==> src/hw/rtl/assert_macros.svh <==
// ----------------------------------------------------------------------------
// Assertion macros
// Shared concurrent-assertion forms used by the RTL.
// ----------------------------------------------------------------------------
`ifndef ASSERT_MACROS_SVH
`define ASSERT_MACROS_SVH

// Same-cycle implication, disabled during reset
`define ASSERT_IMPL(label, clk, rst, ante, cons, msg) \
   label: assert property (@(posedge clk) disable iff (rst) (ante) |-> (cons)) \
      else $error(msg);

// Next-cycle implication, disabled during reset
`define ASSERT_NEXT(label, clk, rst, ante, cons, msg) \
   label: assert property (@(posedge clk) disable iff (rst) (ante) |=> (cons)) \
      else $error(msg);

`endif

==> src/hw/rtl/wmd_pkg.sv <==
// ----------------------------------------------------------------------------
// wmd_pkg
// Types, constants and helpers for the window motion detector.
// ----------------------------------------------------------------------------
package wmd_pkg;

   localparam int WIN_LEN    = 6;
   localparam int FRAC_BITS  = 4;
   localparam int COORD_W    = 16;
   localparam int THR_W      = 16;
   localparam int IDX_W      = (WIN_LEN > 1) ? $clog2(WIN_LEN) : 1;
   localparam int CNT_W      = $clog2(WIN_LEN + 1);
   localparam int SQ_W       = 2 * COORD_W;
   localparam int DIST_W     = SQ_W + 1;
   localparam int CSR_IDX_W  = 1;

   // 50 pixels and 140*pi pixels in coordinate units
   localparam logic [THR_W-1:0] LOW_RESET  = THR_W'(50 << FRAC_BITS);
   localparam logic [THR_W-1:0] HIGH_RESET =
      THR_W'(((64'd4398230 << FRAC_BITS) + 64'd5000) / 64'd10000);

   typedef enum logic [CSR_IDX_W-1:0] {
      CSR_LOW  = 1'b0,
      CSR_HIGH = 1'b1
   } csr_index_type;

   typedef struct packed {
      logic signed [COORD_W-1:0] x;
      logic signed [COORD_W-1:0] y;
   } point_type;

   typedef struct packed {
      logic             en;
      logic [IDX_W-1:0] addr;
      point_type        data;
   } win_wr_type;

   typedef enum logic [3:0] {
      ST_IDLE,
      ST_SQ_LO,
      ST_SQ_HI,
      ST_CAP_HI,
      ST_RD,
      ST_DX,
      ST_DY,
      ST_ACC,
      ST_WR
   } state_type;

   // Ring index a + b, both operands below WIN_LEN
   function automatic logic [IDX_W-1:0] ring_add(input logic [IDX_W-1:0] a,
                                                 input logic [CNT_W-1:0] b);
      logic [CNT_W:0] sum;
      sum = (CNT_W + 1)'(a) + (CNT_W + 1)'(b);
      if (sum >= (CNT_W + 1)'(WIN_LEN)) begin
         sum = sum - (CNT_W + 1)'(WIN_LEN);
      end
      return sum[IDX_W-1:0];
   endfunction

   // |a - b| always fits in COORD_W unsigned bits
   function automatic logic [COORD_W-1:0] abs_diff(input logic signed [COORD_W-1:0] a,
                                                   input logic signed [COORD_W-1:0] b);
      logic signed [COORD_W:0] diff;
      diff = {a[COORD_W-1], a} - {b[COORD_W-1], b};
      if (diff[COORD_W]) begin
         diff = -diff;
      end
      return diff[COORD_W-1:0];
   endfunction

endpackage

==> src/hw/rtl/wmd_sqr.sv <==
// ----------------------------------------------------------------------------
// wmd_sqr
// Shared squaring unit: registered unsigned square of one operand per cycle.
// ----------------------------------------------------------------------------
module wmd_sqr
   import wmd_pkg::*;
(
   input  logic               clock,
   input  logic [COORD_W-1:0] op,
   output logic [SQ_W-1:0]    prod_ff
);

   logic [SQ_W-1:0] prod_in;

   assign prod_in = SQ_W'(op) * SQ_W'(op);

   always_ff @(posedge clock) begin
      prod_ff <= prod_in;
   end

endmodule

==> src/hw/rtl/wmd_win.sv <==
// ----------------------------------------------------------------------------
// wmd_win
// Point window storage: one write port, one registered read port.
// ----------------------------------------------------------------------------
module wmd_win
   import wmd_pkg::*;
(
   input  logic             clock,
   input  win_wr_type       wr,
   input  logic [IDX_W-1:0] rd_addr,
   output point_type        rd_data_ff
);

   point_type mem [WIN_LEN];

   always_ff @(posedge clock) begin
      if (wr.en) begin
         mem[wr.addr] <= wr.data;
      end
   end

   always_ff @(posedge clock) begin
      rd_data_ff <= mem[rd_addr];
   end

endmodule

==> src/hw/rtl/window_motion_detector.sv <==
// ----------------------------------------------------------------------------
// window_motion_detector
// Flags motion when the farthest stored point lies strictly inside a band.
// ----------------------------------------------------------------------------
// Usage:
//  - req channel carries one point (signed Q12.4 x and y) per beat; req_stall
//    is high whenever an item is in flight, so one item is worked at a time.
//  - rsp channel returns one moving flag per request beat, in order.
//  - csr port writes low_threshold (index 0) or high_threshold (index 1);
//    write only while the block is idle.
// Sequence: an accepted item first squares the thresholds (low, high, then
//  capture of the high square), then for each of the N points already in
//  the window (0..6) reads it, squares dx and dy and accumulates, and then
//  stores the point and posts the result; the next item is taken once the
//  block is back in idle. The single shared squaring unit sets this order.
// Reset: clears the window fill count, ring pointer and pending result, and
//  loads the thresholds with 800 and 7037.
// Stall: the result is held in an output register while rsp_stall is high;
//  the next item can be accepted meanwhile but its result waits until the
//  register is free.
// ----------------------------------------------------------------------------
module window_motion_detector
   import wmd_pkg::*;
(
   input  logic                      clock,
   input  logic                      reset,
   input  logic                      req_valid,
   output logic                      req_stall,
   input  logic signed [COORD_W-1:0] req_point_x,
   input  logic signed [COORD_W-1:0] req_point_y,
   output logic                      rsp_valid,
   input  logic                      rsp_stall,
   output logic                      rsp_moving,
   input  logic                      csr_write,
   input  logic [CSR_IDX_W-1:0]      csr_index,
   input  logic [THR_W-1:0]          csr_wdata
);

`include "assert_macros.svh"

   state_type        state_ff, state_in;
   point_type        point_ff, point_in;
   logic [CNT_W-1:0] cnt_ff, cnt_in;
   logic [CNT_W-1:0] fill_ff, fill_in;
   logic [IDX_W-1:0] oldest_ff, oldest_in;
   logic [SQ_W-1:0]  lo2_ff, lo2_in;
   logic [SQ_W-1:0]  hi2_ff, hi2_in;
   logic [SQ_W-1:0]  sqx_ff, sqx_in;
   logic [DIST_W-1:0] best_ff, best_in;
   logic [THR_W-1:0] low_thr_ff, low_thr_in;
   logic [THR_W-1:0] high_thr_ff, high_thr_in;
   logic             rsp_valid_ff, rsp_valid_in;
   logic             rsp_moving_ff, rsp_moving_in;

   logic             req_take;
   logic             out_free;
   logic [COORD_W-1:0] sq_op;
   logic [SQ_W-1:0]  prod;
   logic [IDX_W-1:0] rd_addr;
   point_type        rd_data;
   win_wr_type       win_wr;
   logic [DIST_W-1:0] dist_sq;

   wmd_sqr u_sqr (
      .clock   (clock),
      .op      (sq_op),
      .prod_ff (prod)
   );

   wmd_win u_win (
      .clock      (clock),
      .wr         (win_wr),
      .rd_addr    (rd_addr),
      .rd_data_ff (rd_data)
   );

   assign req_stall  = (state_ff != ST_IDLE);
   assign req_take   = req_valid && !req_stall;
   assign out_free   = !rsp_valid_ff || !rsp_stall;
   assign rsp_valid  = rsp_valid_ff;
   assign rsp_moving = rsp_moving_ff;
   assign dist_sq    = DIST_W'(sqx_ff) + DIST_W'(prod);

   // Next state
   always_comb begin
      state_in = state_ff;
      case (state_ff)
         ST_IDLE:   if (req_valid) state_in = ST_SQ_LO;
         ST_SQ_LO:  state_in = ST_SQ_HI;
         ST_SQ_HI:  state_in = ST_CAP_HI;
         ST_CAP_HI: state_in = (fill_ff == '0) ? ST_WR : ST_RD;
         ST_RD:     state_in = ST_DX;
         ST_DX:     state_in = ST_DY;
         ST_DY:     state_in = ST_ACC;
         ST_ACC:    state_in = ((cnt_ff + CNT_W'(1)) == fill_ff) ? ST_WR : ST_RD;
         ST_WR:     if (out_free) state_in = ST_IDLE;
         default:   state_in = ST_IDLE;
      endcase
   end

   // Unit operands and window ports
   always_comb begin
      sq_op       = '0;
      rd_addr     = ring_add(oldest_ff, cnt_ff);
      win_wr.en   = 1'b0;
      win_wr.addr = (fill_ff == CNT_W'(WIN_LEN)) ? oldest_ff : ring_add(oldest_ff, fill_ff);
      win_wr.data = point_ff;
      case (state_ff)
         ST_SQ_LO: sq_op = low_thr_ff;
         ST_SQ_HI: sq_op = high_thr_ff;
         ST_DX:    sq_op = abs_diff(point_ff.x, rd_data.x);
         ST_DY:    sq_op = abs_diff(point_ff.y, rd_data.y);
         ST_WR:    win_wr.en = out_free;
         default:  sq_op = '0;
      endcase
   end

   // Datapath and bookkeeping
   always_comb begin
      point_in      = point_ff;
      cnt_in        = cnt_ff;
      fill_in       = fill_ff;
      oldest_in     = oldest_ff;
      lo2_in        = lo2_ff;
      hi2_in        = hi2_ff;
      sqx_in        = sqx_ff;
      best_in       = best_ff;
      low_thr_in    = low_thr_ff;
      high_thr_in   = high_thr_ff;
      rsp_valid_in  = rsp_valid_ff && rsp_stall;
      rsp_moving_in = rsp_moving_ff;

      if (csr_write && (csr_index == CSR_LOW)) begin
         low_thr_in = csr_wdata;
      end
      if (csr_write && (csr_index == CSR_HIGH)) begin
         high_thr_in = csr_wdata;
      end

      case (state_ff)
         ST_IDLE: begin
            if (req_take) begin
               point_in.x = req_point_x;
               point_in.y = req_point_y;
               cnt_in     = '0;
               best_in    = '0;
            end
         end
         ST_SQ_HI:  lo2_in = prod;
         ST_CAP_HI: hi2_in = prod;
         ST_DY:     sqx_in = prod;
         ST_ACC: begin
            if (dist_sq > best_ff) best_in = dist_sq;
            cnt_in = cnt_ff + CNT_W'(1);
         end
         ST_WR: begin
            if (out_free) begin
               // Append until full, then overwrite the oldest and advance
               if (fill_ff == CNT_W'(WIN_LEN)) begin
                  oldest_in = ring_add(oldest_ff, CNT_W'(1));
               end else begin
                  fill_in = fill_ff + CNT_W'(1);
               end
               rsp_valid_in  = 1'b1;
               rsp_moving_in = (best_ff > DIST_W'(lo2_ff)) && (best_ff < DIST_W'(hi2_ff));
            end
         end
         default: begin
            cnt_in = cnt_ff;
         end
      endcase
   end

   always_ff @(posedge clock) begin
      if (reset) begin
         state_ff     <= ST_IDLE;
         cnt_ff       <= '0;
         fill_ff      <= '0;
         oldest_ff    <= '0;
         low_thr_ff   <= LOW_RESET;
         high_thr_ff  <= HIGH_RESET;
         rsp_valid_ff <= 1'b0;
      end else begin
         state_ff     <= state_in;
         cnt_ff       <= cnt_in;
         fill_ff      <= fill_in;
         oldest_ff    <= oldest_in;
         low_thr_ff   <= low_thr_in;
         high_thr_ff  <= high_thr_in;
         rsp_valid_ff <= rsp_valid_in;
      end
   end

   always_ff @(posedge clock) begin
      point_ff      <= point_in;
      lo2_ff        <= lo2_in;
      hi2_ff        <= hi2_in;
      sqx_ff        <= sqx_in;
      best_ff       <= best_in;
      rsp_moving_ff <= rsp_moving_in;
   end

   `ASSERT_IMPL(a_fill_bound, clock, reset, 1'b1,
      fill_ff <= CNT_W'(WIN_LEN), "fill count overflow")
   `ASSERT_IMPL(a_ring_full, clock, reset, oldest_ff != '0,
      fill_ff == CNT_W'(WIN_LEN), "ring moved before window full")
   `ASSERT_IMPL(a_acc_range, clock, reset, state_ff == ST_ACC,
      cnt_ff < fill_ff, "walk beyond stored points")
   `ASSERT_NEXT(a_rsp_source, clock, reset, !rsp_valid_ff && state_ff != ST_WR,
      !rsp_valid_ff, "result posted outside write step")

endmodule
==> config.mk <==
export PLATFORM = sky130hd
export DESIGN_NAME = window_motion_detector
export DESIGN_NICKNAME = d
export VERILOG_FILES = /design/src/hw/rtl/wmd_pkg.sv /design/src/hw/rtl/wmd_sqr.sv /design/src/hw/rtl/wmd_win.sv /design/src/hw/rtl/window_motion_detector.sv
export VERILOG_INCLUDE_DIRS = /design/src /design/src/hw/rtl
export SDC_FILE = /design/constraint.sdc
export NUM_CORES = 1
export LEC_CHECK = 0
export ABC_CLOCK_PERIOD_IN_PS = 11200
export BUFFER_PORTS_ARGS = -buffer_cell sky130_fd_sc_hd__buf_2
export CAP_MARGIN = 5
export CORE_MARGIN = 2
export CORE_UTILIZATION = 35
export DETAILED_ROUTE_END_ITERATION = 8
export GPL_TIMING_DRIVEN = 0
export PLACE_DENSITY = 0.59
export SLEW_MARGIN = 25
export SYNTH_ARGS = -nofsm -noshare
export SYNTH_HDL_FRONTEND = slang
export SYNTH_SLANG_ARGS = --single-unit
export TNS_END_PERCENT = 5
==> constraint.sdc <==
create_clock -name clock -period 11.2 [get_ports clock]
set_input_delay 1.68 -clock clock [delete_from_list [all_inputs] [get_ports clock]]
set_output_delay 1.68 -clock clock [all_outputs]
set_load 0.005 [all_outputs]
-- After elaboration in Yosys (flattened, before gate mapping)
Memory sizes are Yosys's and may differ from the RTL's. A register that Yosys moved wholly into a read port is not among the register bits.
Cells that the tools add are included.
- register bits after elaboration: 240
- memory bits (writable): 192
- bits of input ports: 54
- output and inout port bits: 3
- memories kept: 1
- add/subtract/negate cells: 13
- multiply operators: 1
- magnitude comparators: 6
- equal/unequal tests: 14
- multiplexer cells: 22
- bitwise logic cells: 2
- reduce and logical (&&, ||, !) cells: 20
- memories (name ; depth ; width ; read ports ; clocked after memory_dff ; write ports ; line ; RTL):
    u_win.mem ; 6 ; 32 ; 1 ; 1 ; 1 ; wmd_win.sv:14 ; point_type mem [WIN_LEN];
- operator list (cell ; count):
    $mux W33 ; 2
    $pmux W33 S2 ; 1
    $pmux W16 S4 ; 1
    $pmux W4 S9 ; 1
    $sub A16 B16 Y17 ; 2
    $add A32 B32 Y33 ; 1
    $gt A33 B32 Y1 ; 1
    $gt A33 B33 Y1 ; 1
    $lt A33 B32 Y1 ; 1
    $mul A16 B16 Y32 ; 1
    $mux W16 ; 2
    $neg A16 Y16 ; 2
    $eq A4 B3 Y1 const B ; 4
    $mux W4 ; 4
    $mux W3 ; 5
    $ge A4 B3 Y1 const B ; 3
    $reduce_and A3 Y1 ; 3
    $sub A3 B3 Y3 const B ; 3
    $add A3 B3 Y4 ; 2
    $eq A4 B2 Y1 const B ; 2
    $ne A2 B2 Y1 const B ; 4
    $reduce_and A2 Y1 ; 4
    $add A3 B1 Y3 const B ; 2
    $pmux W3 S2 ; 1
    other kinds (14) ; 25

-- Depth between registers and ports, before layout
Gate-level depths: netlist of the first run.
- depth in word-level cells: 5
- mapped depth: 42
- gate-level depth less buffers: 40

-- Cells and area by module
Synthesis of the first run repeated with hierarchy kept, for this count alone.
- cell total of the unflattened synthesis: 2701
- area total of the unflattened synthesis: 29876.2 um2
- modules (own cells, without submodules) (module ; times used ; cells an instance ; area each (um2) ; seq. area each (um2)):
    window_motion_detector ; 1 ; 1367 ; 13636.8 ; 5785.5
    wmd_sqr ; 1 ; 916 ; 8180.3 ; 620.6
    wmd_win ; 1 ; 418 ; 8059.0 ; 6406.1

-- Least setup slack after synthesis of the first run
Ideal clock, no wire load.
- path type: register to register
- from: register point_ff[0] (netlist bit)
- to: register u_sqr.prod_ff[28]
- arrival time: 9.206 ns
- path slack: 1.922 ns
- cell stages (with the launch flop): 38
- path through: edfxtp_1 > inv_1 > ha_1 > inv_1 > fa_1 > a21o_1 > a311o_1 > nand2_1 > xnor2_1 > or4b_4 > nor4b_4 > a21oi_1 > xnor2_1 > nor2_1 > or3_4 > buf_6 > and2_1 > fa_1 > [2 not listed] > inv_1 > fa_1 > inv_1 > fa_1 > fa_1 > fa_1 > inv_1 > ha_1 > inv_1 > o21ai_0 > or4_1 > o21a_1 > o311a_1 > o21a_1 > or3_1 > a21o_1 > a21oi_1 > xnor2_1
- word-level cells in the longest chain between the ends: 5
- RTL lines (element ; line ; RTL):
    from (decl) ; window_motion_detector.sv:42 ; point_type point_ff, point_in;
    from (signal assigned) ; window_motion_detector.sv:195 ; point_ff <= point_in;
    $sub A16 B16 Y17 (*) ; wmd_pkg.sv:65 ; diff = {a[COORD_W-1], a} - {b[COORD_W-1], b};
    $neg A16 Y16 ; wmd_pkg.sv:67 ; diff = -diff;
    $mux W16 (*) ; wmd_pkg.sv:66 ; if (diff[COORD_W]) begin
    $pmux W16 S4 (*) ; window_motion_detector.sv:108 ; case (state_ff)
    $mul A16 B16 Y32 (*) ; wmd_sqr.sv:15 ; assign prod_in = SQ_W'(op) * SQ_W'(op);
    net u_sqr.prod_in[28] ; wmd_sqr.sv:13 ; logic [SQ_W-1:0] prod_in;
    to (signal assigned) ; wmd_sqr.sv:18 ; prod_ff <= prod_in;
    to (decl) ; wmd_sqr.sv:10 ; output logic [SQ_W-1:0] prod_ff
Mark *: on every way through the listed nets, which the timed path passes. The rest lies on a longest branch.
A chain may end at the register's enable or synchronous reset.

-- Worst setup path in the final report of the first run
- from: register point_ff[16] (netlist bit)
- to: register u_sqr.prod_ff[28]
The elaborated chain is that of the path after synthesis.

==> out/metrics.cfg, run 1 <==
[global_route]
grt_pass1_wl_mm = 101
groute.usage.overall_pct = 14.9
grt_pass1_vias = 18600
grt_max_degree = 32
antenna_found_initial = 1
grt-ovfl-total = 0

[final_layout]
drive_above_1_share_pct = 8.84
n_fill_cell = 7893
nets = 3139
utilization_pct = 39.6
final-seq-area_sq_um = 12700
diodes = 0
finalInstanceArea_sq_um = 32400
multiInputGateArea_sq_um = 14600
area_growth_pct = 12.5

[cts]
htreeDepth = 2
clk_pin_slew_worst_paths_ns = 0.06
insertion_delay_ns = 0.62
cts_sinks = 460
cts_made_buffers = 50
clockBufferDepth = 3
root_buffer = clkbuf_16
cts_tree = yes

[sta]
tightestPinTransition_ns = 1.04
grt_setup_unrepaired = false
drv_slew = 0
setup_viol = 0
slew_headroom_pct = 30.4
finalHoldViolations = 0
fmax_mhz = 94.4
period_needed_ns = 10.59
period_share_pct = 94.6
clock_skew_ns = 0.0463

[pwr]
switching_share_pct = 28.1
p_seq_share_pct = 45.4
powerDensity_nw_per_um2 = 135
ir_drop_v = 0.000137
combPwrFrac_pct = 17.5
p_leak_nw = 14.0
p_sw_mw = 1.23
pwr-share-clk_pct = 37.1
p_int_mw = 3.14

[drt]
drtIter0Drc = 1082
wl_per_cell_um = 16.6
vias = 18300
vias_per_cell = 4.86
postRouteAntennaNets = 0
detail_route.first_pass.iterations = 7
top_layer = met4
wl_met1_mm = 28.7
routed-wl-met3_mm = 2.13
drc = 0
drt_wl_total_mm = 62.3
route.met2.wl_mm = 30.2

[critical_path]
worst-setup-path-type = flop to flop
crit_fanout = 10
crit_path_end_kind = flop
cp_common_cell = fa_1
startpoint_type = flop
cp.arrival_ns = 11.12
max_stage_delay_ns = 0.69
crit_slowest_cell = o221ai_1
critPathRequiredTime_ns = 11.72

[synthesis]
async_reset_ff_share_pct = 0
synth_most_common_cell = inv_1
synth_warnings = 0
synth_enable_flop_cells = 351
synth-seq-cells = 460
syn_area_per_cell_sq_um = 11.4
synth_compound_area_share_pct = 8.98
synth_nets = 3019
synthMuxAreaShare_pct = 3.89
synth_top_family_by_area = adder cells
postSynthCellCount = 2531
yosys.area_share.simple_pct = 10.5
synth_area_leaders = edfxtp_1 (37%), ha_1 (12%), fa_1 (12%)
synthAdderAreaFrac_pct = 23.2
syn_area_sq_um = 28800
synth_top_flop_cell = edfxtp_1
ys_seq_area_share_pct = 44.1
synth_xor_area_share_pct = 3.68
synth_top_area_share_pct = 36.6
ys_types = 79
yosys-top-cells-count = inv_1 (355), edfxtp_1 (351), ha_1 (268)
synth.largest_area_cell = edfxtp_1

[floorplanning]
core_sq_um = 81800
rows = 105
die_width_um = 291
start_util_pct = 35.2
die_area_sq_um = 84700
io_pins = 57
die_h_um = 291

[job]
maxCapViolCount = 0

[min_path]
worstHoldPathType = flop to flop

[placed_design]
port_buffers = 55
placed_area_sq_um = 30800
gp_congestion = 0.838
dpl.hpwl_mm = 48.7

[outcome]
status = complete, no violations

-- final timing paths --
kind / from / slack [ns] / to / cells after the start
worst max register to register: point_ff[16] / 0.61 / u_sqr.prod_ff[28] / 36
worst min register to register: low_thr_ff[12] / 0.45 / low_thr_ff[12] / 2
worst max-delay path: point_ff[16] / 0.61 / u_sqr.prod_ff[28] / 36
worst min-delay path: low_thr_ff[12] / 0.45 / low_thr_ff[12] / 2
-- worst max-delay path: cells and delay by family (launching register included) --
kind	cells	cell delay, ns
AOI/OAI and AO/OA	14	3.82
DFF	1	0.50
and+or+nand+nor	4	0.95
buffers and inverters	7	0.96
xor gates and xnor gates	2	0.26
adders and majority gates	9	3.99
-- power groups by stage --
| stage | Combinational (mW) | Clock (mW) | Sequential [mW] |
|---|---|---|---|
| floorplan | 0.557 | 0 | 1.99 |
| global placement | 0.749 | 0 | 2.02 |
| detailed placement | 0.764 | 0 | 2.02 |
| CTS | 0.769 | 1.66 | 1.98 |
| global route | 0.866 | 1.73 | 1.99 |
| finish | 0.763 | 1.62 | 1.98 |
-- cells by family (layout without fill, tap and decap cells) --
group	after synthesis	count (layout)
and+or+nand+nor	617	617
xor gates and xnor gates	121	121
buffers and inverters	425	587
DFF	460	460
AOI/OAI and AO/OA	403	403
adders and majority gates	434	434
muxes	71	71
-- sequential cells by signal, indices dropped and copies added, names as in the netlist --
signal            count
lo2_ff               31
low_thr_ff           16
rsp_moving            1
u_win.mem           192
oldest_ff             3
u_win.rd_data_ff     32
high_thr_ff          16
fill_ff               3
state_ff              4
cnt_ff                3
sqx_ff               31
best_ff              33
point_ff             32
u_sqr.prod_ff        31
rsp_valid             1
hi2_ff               31
-- final cells by class --
cell class	count	area share, %
Buffer	67	0.891
Clock buffer	63	4.14
Clock inverter	31	0.899
Inverter	357	4.14
Multi-Input combinational cell	1646	45.0
Sequential cell	460	39.2
Tap cell	1070	4.13
Timing Repair Buffer	69	1.60
-- what timing repair did --
action / 4_1_cts / 5_1_grt
setup endpoints to repair: 0 / 4
hold buffers: 0 / 0
resized for setup: 0 / 11
buffers inserted: 0 / 0
-- placed cells by master, fill, tap and decap left out, types with 6 or more instances in the layout --
cell / n
a211oi_1: 6
a21o_1: 65
a21oi_1: 151
a22oi_1: 17
a31oi_1: 11
and2_1: 74
and3_1: 10
buf_1: 6
buf_12: 8
buf_2: 66
clkbuf_1: 53
clkbuf_16: 51
clkinv_2: 12
clkinvlp_4: 7
dfxtp_1: 109
edfxtp_1: 351
fa_1: 166
ha_1: 268
inv_1: 353
mux2i_1: 34
mux4_2: 32
nand2_1: 178
nand2b_1: 31
nand3_1: 26
nand3b_1: 15
nand4_1: 24
nor2_1: 149
nor2_4: 6
nor2b_1: 32
nor3_1: 33
nor4_1: 7
o21a_1: 26
o21ai_0: 54
o21bai_1: 10
o31ai_1: 6
or2_2: 6
xnor2_1: 86
xor2_1: 35
-- stage by stage --
step / total power, mW / setup TNS, ns / instances / hold slack, ns / setup WS (ns)
after floorplan: 2.55 / 0 / 2531 / 0.436 / 1.92
after global placement: 2.77 / -0.134 / 3656 / 0.442 / -0.134
after detailed placement: 2.78 / 0 / 3670 / 0.447 / 0.357
after CTS: 4.41 / 0 / 3764 / 0.455 / 0.301
after global routing: 4.58 / 0 / 3763 / 0.465 / 0.00796
final: 4.36 / 0 / 3763 / 0.455 / 0.605
-- layer usage --
| layer | vias to the layer above | track usage (%) |
|---|---|---|
| met1 | 8877 | 20.0 |
| met4 | 0 | 3.80 |
| met2 | 329 | 25.5 |
| met5 | - | 0 |
| met3 | 83 | 1.89 |
| li1 | 8994 | - |
Note: power is estimated with default switching activity, not from simulation.
==> inputs of run 2 (changes only) <==
Settings changed: CORE_UTILIZATION 35 to 45, PLACE_DENSITY 0.59 to 0.69, REMOVE_ABC_BUFFERS set to 1.
==> run 2 against run 1 <==
  * Count of clock-buffer cells in the layout down 10
  * Sequential share of layout area up 0.13 points
  * Wire length down 2.2%
  * Die area down 22%
  * Cell count down 7.3%
  * Largest power group unchanged
  * Worst setup slack better by 0.082 ns
==> out/metrics.cfg, run 2 (same netlist as run 1, synthesis figures left out) <==
[critical_path]
worst-setup-path-type = flop to flop
critPathRequiredTime_ns = 11.73
max_stage_delay_ns = 0.55
startpoint_type = flop
cp_common_cell = fa_1
rrSetupSlack_ns = 0.69
cp.arrival_ns = 11.04
crit_slowest_cell = fa_1
r2r_cells = 36
crit_path_end_kind = flop
rr_endpoint = u_sqr.prod_ff[28]
rr_startpoint = point_ff[16]
crit_fanout = 16

[cts]
clockBufferDepth = 3
root_buffer = clkbuf_16
clk_pin_slew_worst_paths_ns = 0.06
ctsHoldBuffers = 0
htreeDepth = 2
cts_made_buffers = 49
cts_setup_buffers = 0
cts_sinks = 460
cts_tree = yes
insertion_delay_ns = 0.62

[drt]
postRouteAntennaNets = 0
wl_per_cell_um = 17.5
wl_met1_mm = 26.8
routed-wl-met3_mm = 3.37
route.met2.wl_mm = 29.0
drc = 0
vias_per_cell = 5.32
drt_wl_total_mm = 60.9
detail_route.first_pass.iterations = 6
top_layer = met5
drtIter0Drc = 1300
vias = 18600

[final_layout]
largest_register_ffs = 192
drive_above_1_share_pct = 9.39
nets = 3088
layout_common_cells = inv_1 (353), edfxtp_1 (351), ha_1 (267)
regMostFlops = u_win.mem
stdcell_count = 3490
area_growth_pct = 12.1
layout_commonest_cell = inv_1
reg_top3 = u_win.mem x192, best_ff x33

[pwr]
ir_drop_v = 0.000169
total_power_mw = 4.52
p_leak_nw = 14.1
powerDensity_nw_per_um2 = 140

[job]
maxCapViolCount = 0

[global_route]
antenna_found_initial = 7
grt_pass1_vias = 19400
grt_max_degree = 65
grt-ovfl-total = 0
grt_pass1_wl_mm = 100
groute.usage.overall_pct = 18.8

[sta]
fin_ws_ns = 0.688
fmax_mhz = 95.1
drv_slew = 0
setup_viol = 0
clock_skew_ns = 0.0533
tightestPinTransition_ns = 0.984
grt_setup_unrepaired = false
finalHoldViolations = 0
hold_ws_ns = 0.456
period_needed_ns = 10.51
period_share_pct = 93.9
slew_headroom_pct = 34.2

[placed_design]
gp_congestion = 0.867
dp_slack_ns = 0.581
port_buffers = 56
dp.cells = 3395
dpl.hpwl_mm = 45.9

[outcome]
status = complete, no violations

[floorplanning]
die_h_um = 257
rows = 92
start_util_pct = 45.6
core_sq_um = 63200
die_width_um = 257
io_pins = 57
die_area_sq_um = 66100

[min_path]
hold_path_depth = 2
worstHoldPathType = flop to flop
whs_endpoint = high_thr_ff[1]
worstHoldStart = high_thr_ff[1]

## run 2: report_power, final
part	total, mW	internal, mW	switching, mW
Combinational	0.767	0.315	0.452
Clock	1.77	1.07	0.697
Sequential	1.98	1.92	0.0647
Total	4.52	3.31	1.21
## run 2: how the worst max path moves through the flow
stage	slack, ns	cells after the start	end	startpoint
final	0.69	36	u_sqr.prod_ff[28]	point_ff[16]
after detailed placement	0.58	34	u_sqr.prod_ff[28]	point_ff[16]
after global routing	0.14	37	u_sqr.prod_ff[31]	point_ff[16]
after CTS	0.50	39	u_sqr.prod_ff[31]	point_ff[16]
after floorplan	0.72	26	u_sqr.prod_ff[28]	state_ff[1]
after global placement	-2.92	26	u_sqr.prod_ff[28]	state_ff[1]
## run 2: worst max-delay path, delay by kind of cell (launching register included)
| family | cells | cell delay (ns) |
|---|---|---|
| flip-flops | 1 | 0.52 |
| AND/OR/NAND/NOR | 7 | 1.75 |
| adder cells (fa/ha/maj) | 9 | 4.03 |
| XOR/XNOR | 2 | 0.30 |
| buffers and inverters | 6 | 0.79 |
| AO/OA/AOI/OAI | 12 | 3.02 |
## run 2: stage by stage
stage | util, % | cell area, sq um | TNS, ns
CTS | 51.1 | 32300 | 0
global placement | 47.3 | 29900 | -46.50
global route | 51.1 | 32300 | 0
detailed placement | 48.2 | 30500 | 0
finish | 51.1 | 32300 | 0
floorplan | - | 28500 | 0
## run 2: timing repair
| action | 4_1_cts | 5_1_grt |
|---|---|---|
| resized for setup | 0 | 2 |
| hold endpoints to repair | 0 | 0 |
| endpoints found under the setup margin | 0 | 2 |
## run 2: layout make-up
cell class                 count  area, sq um
inverter                     357         1340
sequential                   460        12700
antenna                        4         10.0
multi-input combinational   1646        14700
timing repair buffer          86          724
tap                          846         1060
clock buffer                  53         1250
fill                        5382        30900
clock inverter                38          557
## run 2: metal layers
metal | global-route usage (%) | up-vias
li1 | - | 8901
met1 | 24.7 | 9082
met2 | 31.8 | 470
met3 | 2.98 | 124
met4 | 5.96 | 6
met5 | 0 | -
==> inputs of run 3 (changes only) <==
Settings changed: PLACE_DENSITY 0.69 to unset.
==> run 3 against run 2 <==
  * Sequential power barely moved
  * First-iteration DRC count fell by 20%
  * Worst setup slack got worse by 0.043 ns
  * Combinational power rose by 2%
  * Flip-flop and latch count did not move
  * Clock skew fell by 0.011 ns
  * Wire length rose by 1.7%
  * Die area did not move
  * Total power fell by 2.2%
  * Maximum frequency fell by 0.41%
  * Cell count rose by 0.29%
  * Critical path type unchanged
  * Critical endpoint unchanged
==> out/metrics.cfg, run 3 (same netlist as run 1, synthesis figures left out) <==
[sta]
period_share_pct = 94.2
drv_slew = 0
hold_ws_ns = 0.456
finalHoldViolations = 0
fin_ws_ns = 0.645
setup_viol = 0
clock_skew_ns = 0.0425
tightestPinTransition_ns = 1.09
grt_setup_unrepaired = false
slew_headroom_pct = 26.9
period_needed_ns = 10.56
fmax_mhz = 94.7

[pwr]
p_leak_nw = 14.1
powerDensity_nw_per_um2 = 137
ir_drop_v = 0.000123

[min_path]
worstHoldPathType = flop to flop
worstHoldStart = low_thr_ff[14]

[critical_path]
max_stage_delay_ns = 0.57
crit_slowest_cell = o41ai_2
crit_path_end_kind = flop
critPathRequiredTime_ns = 11.72
startpoint_type = flop
rr_startpoint = point_ff[16]
rrSetupSlack_ns = 0.64
crit_fanout = 12
timing.critical_path.from = point_ff[16]
cp.arrival_ns = 11.08
worst-setup-path-type = flop to flop

[cts]
clk_pin_slew_worst_paths_ns = 0.06
insertion_delay_ns = 0.63
root_buffer = clkbuf_16
cts_made_buffers = 51
cts_sinks = 460
clockBufferDepth = 3
htreeDepth = 2
ctsHoldBuffers = 0
cts_tree = yes

[final_layout]
stdcell_count = 3500
layout_common_cells = inv_1 (352), edfxtp_1 (351), ha_1 (267)
finalInstanceArea_sq_um = 32400
reg_top3 = u_win.mem x192, best_ff x33
utilization_pct = 51.2
area_growth_pct = 12.2
layout_commonest_cell = inv_1
nets = 3099
n_fill_cell = 5506
regMostFlops = u_win.mem
drive_above_1_share_pct = 9.69
largest_register_ffs = 192

[drt]
wl_per_cell_um = 17.7
postRouteAntennaNets = 0
vias = 18500
drt_wl_total_mm = 62.0
drtIter0Drc = 1042
vias_per_cell = 5.29
detail_route.first_pass.iterations = 5
drc = 0

[placed_design]
dp.cells = 3396
dpl.hpwl_mm = 46.8
placed_area_sq_um = 30600
port_buffers = 56
gp_congestion = 0.848
dp_slack_ns = 0.194

[global_route]
groute.usage.overall_pct = 19.5
grt-ovfl-total = 0
grt_pass1_wl_mm = 103
grt_max_degree = 55
grt_pass1_vias = 19800
antenna_found_initial = 4

[floorplanning]
die_width_um = 257
io_pins = 57
die_area_sq_um = 66100
start_util_pct = 45.6
core_sq_um = 63200
rows = 92
die_h_um = 257

[job]
maxCapViolCount = 0

[outcome]
status = complete, no violations

run 3: stage by stage:
step	setup TNS [ns]	total power [mW]
floorplan	0	2.54
global placement	-75.16	2.76
detailed placement	0	2.80
CTS	0	4.47
global route	0	4.64
finish	0	4.42
run 3: layer usage:
metal	global-route usage (%)	routed length [um]	vias to the layer above
met1	26.3	28400	9188
met2	32.6	29100	323
met3	3.16	2960	83
li1	-	-	8916
met4	5.01	1360	6
met5	0	41	-
run 3: layout make-up:
type / instances / area, sq um / area share [%]
repair buffers: 95 / 845 / 2.61
multi-input cells: 1646 / 14700 / 45.4
well taps: 846 / 1060 / 3.27
clock buffers: 63 / 1360 / 4.21
flip-flops and latches: 460 / 12700 / 39.3
diodes: 1 / 2.50 / 0.00773
clock inverters: 32 / 328 / 1.01
inverters: 357 / 1350 / 4.16
run 3: path summary, 6_finish.rpt:
kind	end	cells after the start
worst max-delay path	u_sqr.prod_ff[28]	37
worst min-delay path	low_thr_ff[14]	2
worst max register to register	u_sqr.prod_ff[28]	37
worst min register to register	low_thr_ff[14]	2
run 3: report_power, final:
| group | leakage, nW | internal (mW) | switching, mW |
|---|---|---|---|
| Combinational | 9.18 | 0.316 | 0.465 |
| Sequential | 4.11 | 1.92 | 0.0656 |
| Clock | 0.828 | 0.945 | 0.709 |
run 3: what timing repair did:
item	4_1_cts	5_1_grt
gates resized for setup	0	5
endpoints found under the hold margin	0	0
setup endpoints to repair	0	6
buffers inserted	0	8
run 3: critical path: cells and delay by family, from the launching register on:
kind / cells / cell delay (ns)
adders and majority gates: 9 / 3.91
AOI/OAI and AO/OA: 11 / 2.88
and+or+nand+nor: 7 / 2.07
buffers and inverters: 8 / 0.83
DFF: 1 / 0.49
xor gates and xnor gates: 2 / 0.25
